**src/sv/arpcr_pkg.sv**
```systemverilog
package arpcr_pkg;

   // Cache geometry
   localparam int CACHE_ENTRIES = 16;
   localparam int IDX_W = (CACHE_ENTRIES > 1) ? $clog2(CACHE_ENTRIES) : 1;

   // Field widths
   localparam int MAC_W = 48;
   localparam int IP_W  = 32;
   localparam int HDR_W = 16;

   // ARP header codes
   localparam logic [HDR_W-1:0] HTYPE_ETH     = 16'h0001;
   localparam logic [HDR_W-1:0] PTYPE_IPV4    = 16'h0800;
   localparam logic [HDR_W-1:0] OP_REQUEST    = 16'h0001;
   localparam logic [HDR_W-1:0] OP_REPLY      = 16'h0002;
   localparam logic [HDR_W-1:0] ETHERTYPE_ARP = 16'h0806;

   // Item kinds
   localparam logic KIND_PACKET = 1'b0;
   localparam logic KIND_LOOKUP = 1'b1;

   // Configuration register indexes
   localparam int CSR_IDX_W = 2;
   localparam logic [CSR_IDX_W-1:0] CSR_LOCAL_MAC   = 2'd0;
   localparam logic [CSR_IDX_W-1:0] CSR_LOCAL_IP_0  = 2'd1;
   localparam logic [CSR_IDX_W-1:0] CSR_LOCAL_IP_1  = 2'd2;
   localparam logic [CSR_IDX_W-1:0] CSR_LOCAL_IP_CNT = 2'd3;

   // Cache memory word: IP in the upper bits, MAC in the lower bits
   typedef struct packed {
      logic [IP_W-1:0]  ip;
      logic [MAC_W-1:0] mac;
   } entry_type;

endpackage

```
**src/sv/arp_cache_and_responder.sv**
```systemverilog
// Each item is handled by one pass over the cache memory through its single read port,
// one entry per cycle; the next item is taken only once that pass and the loading of
// its result into the output register are done.
// A new item is taken while the previous result still waits in the output register.
// Reset (synchronous, active high) clears the valid bits, the configuration
// registers and the control state; cache memory contents are left as they are.
module arp_cache_and_responder (
   input  logic                               clock,
   input  logic                               reset,
   // configuration
   input  logic                               csr_we,
   input  logic [arpcr_pkg::CSR_IDX_W-1:0]    csr_index,
   input  logic [arpcr_pkg::MAC_W-1:0]        csr_wdata,
   // input channel
   input  logic                               req_valid,
   output logic                               req_ready,
   input  logic                               req_type,
   input  logic [arpcr_pkg::HDR_W-1:0]        req_hw_type,
   input  logic [arpcr_pkg::HDR_W-1:0]        req_proto_type,
   input  logic [arpcr_pkg::HDR_W-1:0]        req_oper_code,
   input  logic [arpcr_pkg::MAC_W-1:0]        req_sender_mac,
   input  logic [arpcr_pkg::IP_W-1:0]         req_sender_ip,
   input  logic [arpcr_pkg::IP_W-1:0]         req_target_ip,
   input  logic [arpcr_pkg::IP_W-1:0]         req_query_ip,
   // result channel
   output logic                               rsp_valid,
   input  logic                               rsp_ready,
   output logic                               rsp_reply_valid,
   output logic [arpcr_pkg::MAC_W-1:0]        rsp_reply_target_mac,
   output logic [arpcr_pkg::IP_W-1:0]         rsp_reply_target_ip,
   output logic [arpcr_pkg::MAC_W-1:0]        rsp_reply_sender_mac,
   output logic [arpcr_pkg::IP_W-1:0]         rsp_reply_sender_ip,
   output logic                               rsp_lookup_hit,
   output logic [arpcr_pkg::MAC_W-1:0]        rsp_lookup_mac,
   output logic                               rsp_insert_dropped
);

   typedef enum logic [3:0] {
      ST_IDLE   = 4'b0001,
      ST_SCAN   = 4'b0010,
      ST_DRAIN  = 4'b0100,
      ST_FINISH = 4'b1000
   } state_type;

   localparam logic [arpcr_pkg::IDX_W-1:0] LAST_IDX =
      arpcr_pkg::IDX_W'(arpcr_pkg::CACHE_ENTRIES - 1);

   // Configuration registers
   logic [arpcr_pkg::MAC_W-1:0] local_mac_ff;
   logic [arpcr_pkg::IP_W-1:0]  local_ip_0_ff;
   logic [arpcr_pkg::IP_W-1:0]  local_ip_1_ff;
   logic [1:0]                  local_ip_cnt_ff;

   // Control
   state_type                         state_ff, state_in;
   logic [arpcr_pkg::IDX_W-1:0]       cnt_ff, cnt_in;
   logic [arpcr_pkg::CACHE_ENTRIES-1:0] entry_valid_ff;

   // Captured item
   logic                        item_kind_ff;
   logic [arpcr_pkg::HDR_W-1:0] item_hw_ff;
   logic [arpcr_pkg::HDR_W-1:0] item_proto_ff;
   logic [arpcr_pkg::HDR_W-1:0] item_oper_ff;
   logic [arpcr_pkg::MAC_W-1:0] item_smac_ff;
   logic [arpcr_pkg::IP_W-1:0]  item_sip_ff;
   logic [arpcr_pkg::IP_W-1:0]  item_tip_ff;
   logic [arpcr_pkg::IP_W-1:0]  item_qip_ff;

   // Read pipeline and scan results
   arpcr_pkg::entry_type              mem [arpcr_pkg::CACHE_ENTRIES];
   arpcr_pkg::entry_type              rd_data_ff;
   logic                              rd_vld_ff;
   logic                              rd_entry_ok_ff;
   logic [arpcr_pkg::IDX_W-1:0]       rd_idx_ff;
   logic                              found_ff;
   logic [arpcr_pkg::MAC_W-1:0]       hit_mac_ff;
   logic                              free_found_ff;
   logic [arpcr_pkg::IDX_W-1:0]       free_idx_ff;

   // Output register
   logic                        rsp_valid_ff;
   logic                        rsp_reply_valid_ff;
   logic [arpcr_pkg::MAC_W-1:0] rsp_reply_target_mac_ff;
   logic [arpcr_pkg::IP_W-1:0]  rsp_reply_target_ip_ff;
   logic [arpcr_pkg::MAC_W-1:0] rsp_reply_sender_mac_ff;
   logic [arpcr_pkg::IP_W-1:0]  rsp_reply_sender_ip_ff;
   logic                        rsp_lookup_hit_ff;
   logic [arpcr_pkg::MAC_W-1:0] rsp_lookup_mac_ff;
   logic                        rsp_insert_dropped_ff;

   logic                        req_xfer;
   logic                        out_free;
   logic                        finish_go;
   logic [arpcr_pkg::IP_W-1:0]  scan_key;
   logic                        hdr_ok;
   logic                        op_ok;
   logic                        do_insert;
   logic                        is_local;
   logic                        reply_go;
   logic                        mem_we;

   assign req_ready = (state_ff == ST_IDLE);
   assign req_xfer  = req_valid && req_ready;
   assign out_free  = !rsp_valid_ff || rsp_ready;
   assign finish_go = (state_ff == ST_FINISH) && out_free;
   assign scan_key  = (item_kind_ff == arpcr_pkg::KIND_LOOKUP) ? item_qip_ff : item_sip_ff;

   // Decode the finished item
   always_comb begin
      hdr_ok    = (item_hw_ff == arpcr_pkg::HTYPE_ETH) && (item_proto_ff == arpcr_pkg::PTYPE_IPV4);
      op_ok     = (item_oper_ff == arpcr_pkg::OP_REQUEST) || (item_oper_ff == arpcr_pkg::OP_REPLY);
      do_insert = (item_kind_ff == arpcr_pkg::KIND_PACKET) && hdr_ok && op_ok;
      is_local  = ((local_ip_cnt_ff != 2'd0) && (local_ip_0_ff == item_tip_ff)) ||
                  ((local_ip_cnt_ff[1])       && (local_ip_1_ff == item_tip_ff));
      reply_go  = do_insert && (item_oper_ff == arpcr_pkg::OP_REQUEST) && is_local;
      mem_we    = finish_go && do_insert && !found_ff && free_found_ff;
   end

   // Sequence one pass over the cache per item
   always_comb begin
      state_in = state_ff;
      cnt_in   = cnt_ff;
      unique case (state_ff)
         ST_IDLE: begin
            cnt_in = '0;
            if (req_xfer) begin
               state_in = ST_SCAN;
            end
         end
         ST_SCAN: begin
            if (cnt_ff == LAST_IDX) begin
               state_in = ST_DRAIN;
            end else begin
               cnt_in = cnt_ff + 1'b1;
            end
         end
         ST_DRAIN: begin
            state_in = ST_FINISH;
         end
         ST_FINISH: begin
            if (out_free) begin
               state_in = ST_IDLE;
            end
         end
         default: begin
            state_in = ST_IDLE;
         end
      endcase
   end

   always_ff @(posedge clock) begin
      if (reset) begin
         state_ff <= ST_IDLE;
         cnt_ff   <= '0;
      end else begin
         state_ff <= state_in;
         cnt_ff   <= cnt_in;
      end
   end

   // Write configuration registers
   always_ff @(posedge clock) begin
      if (reset) begin
         local_mac_ff    <= '0;
         local_ip_0_ff   <= '0;
         local_ip_1_ff   <= '0;
         local_ip_cnt_ff <= '0;
      end else if (csr_we) begin
         unique case (csr_index)
            arpcr_pkg::CSR_LOCAL_MAC:    local_mac_ff    <= csr_wdata;
            arpcr_pkg::CSR_LOCAL_IP_0:   local_ip_0_ff   <= csr_wdata[arpcr_pkg::IP_W-1:0];
            arpcr_pkg::CSR_LOCAL_IP_1:   local_ip_1_ff   <= csr_wdata[arpcr_pkg::IP_W-1:0];
            arpcr_pkg::CSR_LOCAL_IP_CNT: local_ip_cnt_ff <= csr_wdata[1:0];
            default: ;
         endcase
      end
   end

   // Capture the item on transfer
   always_ff @(posedge clock) begin
      if (req_xfer) begin
         item_kind_ff  <= req_type;
         item_hw_ff    <= req_hw_type;
         item_proto_ff <= req_proto_type;
         item_oper_ff  <= req_oper_code;
         item_smac_ff  <= req_sender_mac;
         item_sip_ff   <= req_sender_ip;
         item_tip_ff   <= req_target_ip;
         item_qip_ff   <= req_query_ip;
      end
   end

   // Cache memory: one read port, one write port, registered read data
   always_ff @(posedge clock) begin
      if (mem_we) begin
         mem[free_idx_ff] <= '{ip: item_sip_ff, mac: item_smac_ff};
      end
      rd_data_ff <= mem[cnt_ff];
   end

   // Track which read is in flight and whether its entry is live
   always_ff @(posedge clock) begin
      if (reset) begin
         rd_vld_ff <= 1'b0;
      end else begin
         rd_vld_ff <= (state_ff == ST_SCAN);
      end
      rd_idx_ff      <= cnt_ff;
      rd_entry_ok_ff <= entry_valid_ff[cnt_ff];
   end

   // Set the valid bit of a newly stored entry
   always_ff @(posedge clock) begin
      if (reset) begin
         entry_valid_ff <= '0;
      end else if (mem_we) begin
         entry_valid_ff[free_idx_ff] <= 1'b1;
      end
   end

   // Compare returned entries: keep the lowest hit and the lowest free slot
   always_ff @(posedge clock) begin
      if (reset || req_xfer) begin
         found_ff      <= 1'b0;
         free_found_ff <= 1'b0;
      end else if (rd_vld_ff) begin
         if (rd_entry_ok_ff && (rd_data_ff.ip == scan_key) && !found_ff) begin
            found_ff <= 1'b1;
         end
         if (!rd_entry_ok_ff && !free_found_ff) begin
            free_found_ff <= 1'b1;
         end
      end
   end

   always_ff @(posedge clock) begin
      if (rd_vld_ff && rd_entry_ok_ff && (rd_data_ff.ip == scan_key) && !found_ff) begin
         hit_mac_ff <= rd_data_ff.mac;
      end
      if (rd_vld_ff && !rd_entry_ok_ff && !free_found_ff) begin
         free_idx_ff <= rd_idx_ff;
      end
   end

   // Hold the result until the transfer on the result channel
   always_ff @(posedge clock) begin
      if (reset) begin
         rsp_valid_ff <= 1'b0;
      end else if (finish_go) begin
         rsp_valid_ff <= 1'b1;
      end else if (rsp_ready) begin
         rsp_valid_ff <= 1'b0;
      end
   end

   always_ff @(posedge clock) begin
      if (finish_go) begin
         rsp_reply_valid_ff      <= reply_go;
         rsp_reply_target_mac_ff <= reply_go ? item_smac_ff : '0;
         rsp_reply_target_ip_ff  <= reply_go ? item_sip_ff : '0;
         rsp_reply_sender_mac_ff <= reply_go ? local_mac_ff : '0;
         rsp_reply_sender_ip_ff  <= reply_go ? item_tip_ff : '0;
         rsp_lookup_hit_ff       <= (item_kind_ff == arpcr_pkg::KIND_LOOKUP) && found_ff;
         rsp_lookup_mac_ff       <= ((item_kind_ff == arpcr_pkg::KIND_LOOKUP) && found_ff) ?
                                    hit_mac_ff : '0;
         rsp_insert_dropped_ff   <= do_insert && !found_ff && !free_found_ff;
      end
   end

   assign rsp_valid            = rsp_valid_ff;
   assign rsp_reply_valid      = rsp_reply_valid_ff;
   assign rsp_reply_target_mac = rsp_reply_target_mac_ff;
   assign rsp_reply_target_ip  = rsp_reply_target_ip_ff;
   assign rsp_reply_sender_mac = rsp_reply_sender_mac_ff;
   assign rsp_reply_sender_ip  = rsp_reply_sender_ip_ff;
   assign rsp_lookup_hit       = rsp_lookup_hit_ff;
   assign rsp_lookup_mac       = rsp_lookup_mac_ff;
   assign rsp_insert_dropped   = rsp_insert_dropped_ff;

`ifndef ASSERT_OFF
   // A store goes only to a slot that was free
   a_write_free_slot: assert property (@(posedge clock) disable iff (reset)
      mem_we |-> !entry_valid_ff[free_idx_ff])
      else $error("cache write to an occupied slot");

   // A dropped insert means every slot was occupied
   a_drop_only_full: assert property (@(posedge clock) disable iff (reset)
      (finish_go && do_insert && !found_ff && !free_found_ff) |-> (&entry_valid_ff))
      else $error("insert dropped while a slot was free");

   // Reads return only during the pass over the cache
   a_read_in_pass: assert property (@(posedge clock) disable iff (reset)
      rd_vld_ff |-> ((state_ff == ST_SCAN) || (state_ff == ST_DRAIN)))
      else $error("cache read data outside the scan");

   // A new result is loaded only when the previous one is gone or leaving
   a_no_overwrite: assert property (@(posedge clock) disable iff (reset)
      (rsp_valid_ff && !rsp_ready) |=> $stable(rsp_reply_target_mac_ff) &&
                                        $stable(rsp_lookup_mac_ff))
      else $error("pending result overwritten");
`endif

endmodule
```
**config.mk**
```make
export PLATFORM = sky130hd
export DESIGN_NAME = arp_cache_and_responder
export DESIGN_NICKNAME = d
export VERILOG_FILES = /design/src/sv/arpcr_pkg.sv /design/src/sv/arp_cache_and_responder.sv
export SDC_FILE = /design/constraint.sdc
export NUM_CORES = 2
export LEC_CHECK = 0
export BUFFER_PORTS_ARGS = -buffer_cell sky130_fd_sc_hd__buf_2
export CORE_MARGIN = 3
export CORE_UTILIZATION = 60
export CTS_BUF_LIST = sky130_fd_sc_hd__clkbuf_4
export CTS_CLUSTER_SIZE = 12
export DETAILED_ROUTE_END_ITERATION = 8
export PLACE_DENSITY_LB_ADDON = 0.08
export SKIP_LAST_GASP = 1
export SLEW_MARGIN = 40
export SYNTH_ARGS = -nofsm -noshare
export SYNTH_HDL_FRONTEND = slang
export SYNTH_SLANG_ARGS = --single-unit
```
**constraint.sdc**
```tcl
create_clock -name clock -period 17.8 [get_ports clock]
set_clock_uncertainty 0.15 [all_clocks]
set_input_delay 2.67 -clock clock [delete_from_list [all_inputs] [get_ports clock]]
set_output_delay 2.67 -clock clock [all_outputs]
set_load 0.01 [all_outputs]
```
==> run metrics <==
worst flop-to-flop path endpoint=mem[11][58]; worst reg2reg setup slack=12.94 ns; Fin Hold WS=0.2014 ns; CTS root buf=clkbuf_4; GRT Util Overall=0.2591; Num Clock Sinks=1963; Setup Fix Bufs, Post-CTS=0; Synth Instances=3370; final worst slack=12.21 ns; reg-to-reg startpoint=state_ff[0]; PortBufs=460; CTS H-tree lvls=5; Remaining DRCs=0; GR Overflow Total=0; Vias per Instance=slightly below 6; Rel. slew slack=0.4029; final setup fails=0; # Max-Cap Violations=0; first-pass GRT wire length=233500 microns; area fraction of the dominant cell type after synthesis=0.7303; Core ar.=117100 sq um; Worst Hold Path Cells=0; critical path peak fanout=42; CP Launch Type=input pin; layout cells sized above 1=0.3807; Setup crit end kind=register; synthesis-stage register bit count=1963; largest net degree at the start of global routing=83; Synth Cell Area=71380 sq um; Synth area leaders=edfxtp_1 73%, mux4_2 13%, dfxtp_1 6.4%, and2_1 1.4%, nand2_1 1.2%; width of the die=350.9 microns; Die H=between 300 and 400 microns; worst hold endpoint=hit_mac_ff[17]; Worst Path Required=18.50 ns; FFs w/ async S/R, synth=0; actual slew at the worst max-slew pin=between 0.8 and 0.9 ns; Seq pwr share=0.575; vias in the first global route=38118; Die ar.=123100 sq um; CTS clk-pin slew, worst paths=0.07 ns; CTS tree=done; initial drt markers=3295; Fin. Hold Viols=0; Syn. warnings=0; NetSw=between 0.002 and 0.0025 W; Yosys top cell by area=edfxtp_1; kind of critical path=in2reg; final worst path period need=5.589 ns; Int Pwr=~0.0074 W; Mapped Nets=3619; Placer Congestion=between 0.7 and 0.8; synthesis-to-finish area growth=15.06%; Hold Crit Class=reg2reg; Synth Area per Inst=21.18 sq um; DR vias=35960; register area share after synthesis=0.7940; number of synthesized flops with an enable pin=1736; row count=around 130; most common cell after layout, fill and taps aside=edfxtp_1; final slew viol count=0; WL final=156600 microns; most frequent cells in the layout=1736 x edfxtp_1, 746 x clkbuf_4, 459 x buf_2, 405 x mux4_2, 230 x nand2_1; post-cts gate resize count=0; switching portion of total power=0.2256; R2R depth=8; CTS Buf Count=482; Clk network pwr share=0.382; outcome=completed; Distinct cells, synth=42; Pwr Density=116.2 nW/um^2; dpl hpwl=between 80000 and 90000 microns; cts hold-fix bufs=0; ys flop type=edfxtp_1; Wirelength per Cell=25.49 microns; combinational share of power=0.043; Peak VDD IR=0.07252 mV; post-route ant nets=0; initial core utilization=0.6093; worst skew pair latency=1.27 ns; fmax=roughly 180 MHz; CTS Buffer Depth=4; DRT Pass-1 Iters=5; final setup TNS=0 ns; crit path DAT=6.29 ns; Setup WS pre-CTS=about 11 ns; fin crit share=0.3140; initial antenna violation count=9; RSZ-0062 raised after global routing=false; hold_sp=rd_data_ff[17]; ports placed on the boundary=around 460; Static Leak=26.65 nW; nets=4468
-- worst max-delay path, cell delays in order --
cell      delay (ns)
buf_2           0.08
nand2b_1        0.16
nor2b_4         0.16
buf_4           0.50
and3_1          0.31
nand3_2         0.32
nor3_4          0.62
buf_4           0.68
buf_4           0.70
-- layout make-up --
class,instances,area [sq um]
clock inverter,126,579.3
clock buffer,746,5600
sequential,1963,56690
tap,1524,1907
timing repair buffer,529,3147
inverter,1,11.26
antenna,11,27.53
multi-input combinational,1242,14160
fill,7327,35020
-- synthesized netlist by cell type (2+ instances only) --
| cell | instances |
|---|---|
| a21oi_1 | 117 |
| a31oi_1 | 2 |
| and2_1 | 162 |
| and3_1 | 50 |
| and3b_1 | 2 |
| buf_1 | 25 |
| buf_2 | 29 |
| clkbuf_1 | 108 |
| dfxtp_1 | 227 |
| edfxtp_1 | 1736 |
| mux2i_1 | 35 |
| mux4_2 | 405 |
| nand2_1 | 230 |
| nand2b_1 | 3 |
| nand3_1 | 7 |
| nand3b_1 | 3 |
| nand4_1 | 19 |
| nor2_1 | 28 |
| nor2b_1 | 5 |
| nor3_1 | 16 |
| nor3b_1 | 2 |
| nor4_1 | 21 |
| nor4b_1 | 4 |
| o21a_1 | 2 |
| o21ai_0 | 5 |
| o21ba_2 | 12 |
| xnor2_1 | 90 |
| xor2_1 | 11 |
-- metal layers --
| layer | share of wire | GRT usage | vias up |
|---|---|---|---|
| met4 | 0.023 | 0.09043 | 2 |
| met3 | 0.080 | 0.05427 | 267 |
| met1 | 0.39 | 0.3475 | 18557 |
| met2 | 0.51 | 0.4292 | 1549 |
| li1 | - | - | 15585 |
| met5 | 0.000083 | 0 | - |
-- how the worst max path moves through the flow --
stage	startpoint	end	slack, ns	cells past startpoint
2_1_floorplan	rsp_ready	mem[0][0]	2.61	5
3_3_place_gp	rsp_ready	mem[11][58]	10.81	9
3_5_place_dp	rsp_ready	mem[11][58]	10.94	9
4_1_cts	rsp_ready	mem[11][58]	12.32	9
5_1_grt	rsp_ready	mem[11][58]	12.13	9
6_report	rsp_ready	mem[11][58]	12.21	9
-- registers in the layout, summed over array words and instances, names as in the netlist, 16 cells and up --
| signal | count |
|---|---|
| rsp_reply_target_mac | 48 |
| rsp_reply_sender_mac | 48 |
| entry_valid_ff | 16 |
| item_hw_ff | 16 |
| item_proto_ff | 16 |
| hit_mac_ff | 48 |
| item_sip_ff | 32 |
| rd_data_ff | 80 |
| item_oper_ff | 16 |
| local_mac_ff | 48 |
| item_qip_ff | 32 |
| rsp_reply_sender_ip | 32 |
| local_ip_1_ff | 32 |
| item_smac_ff | 48 |
| rsp_reply_target_ip | 32 |
| mem | 1280 |
| local_ip_0_ff | 32 |
| item_tip_ff | 32 |
| rsp_lookup_mac | 48 |
-- metrics by stage --
step | area [sq um] | utilization | std cells | power (W)
after floorplan | 71380 | - | 3370 | 0.005779
after global routing | 82120 | 0.7011 | 6141 | 0.009950
after global placement | 75510 | 0.6446 | 5247 | 0.005977
after CTS | 81920 | 0.6993 | 6125 | 0.009659
after detailed placement | 75740 | 0.6466 | 5253 | 0.006012
final | 82130 | 0.7011 | 6142 | 0.009545
-- power by group through the flow --
stage,Sequential (W),Combinational [W],Clock (W)
3_5_place_dp,0.00560,0.000416,0
4_1_cts,0.00550,0.000417,0.00375
2_1_floorplan,0.00551,0.000267,0
3_3_place_gp,0.00558,0.000398,0
5_1_grt,0.00552,0.000442,0.00399
6_report,0.00549,0.000409,0.00365
-- cells by family after synthesis --
group | Yosys count | synth area share
flip-flops | 1963 | 0.7940
AND/OR/NAND/NOR | 560 | 0.04042
multiplexers | 440 | 0.1327
buffers and inverters | 165 | 0.009343
AO/OA/AOI/OAI | 140 | 0.01099
XOR/XNOR | 101 | 0.01239
adder cells (fa/ha/maj) | 1 | 0.0001753
No activity file was read; power rests on OpenSTA's default activity.
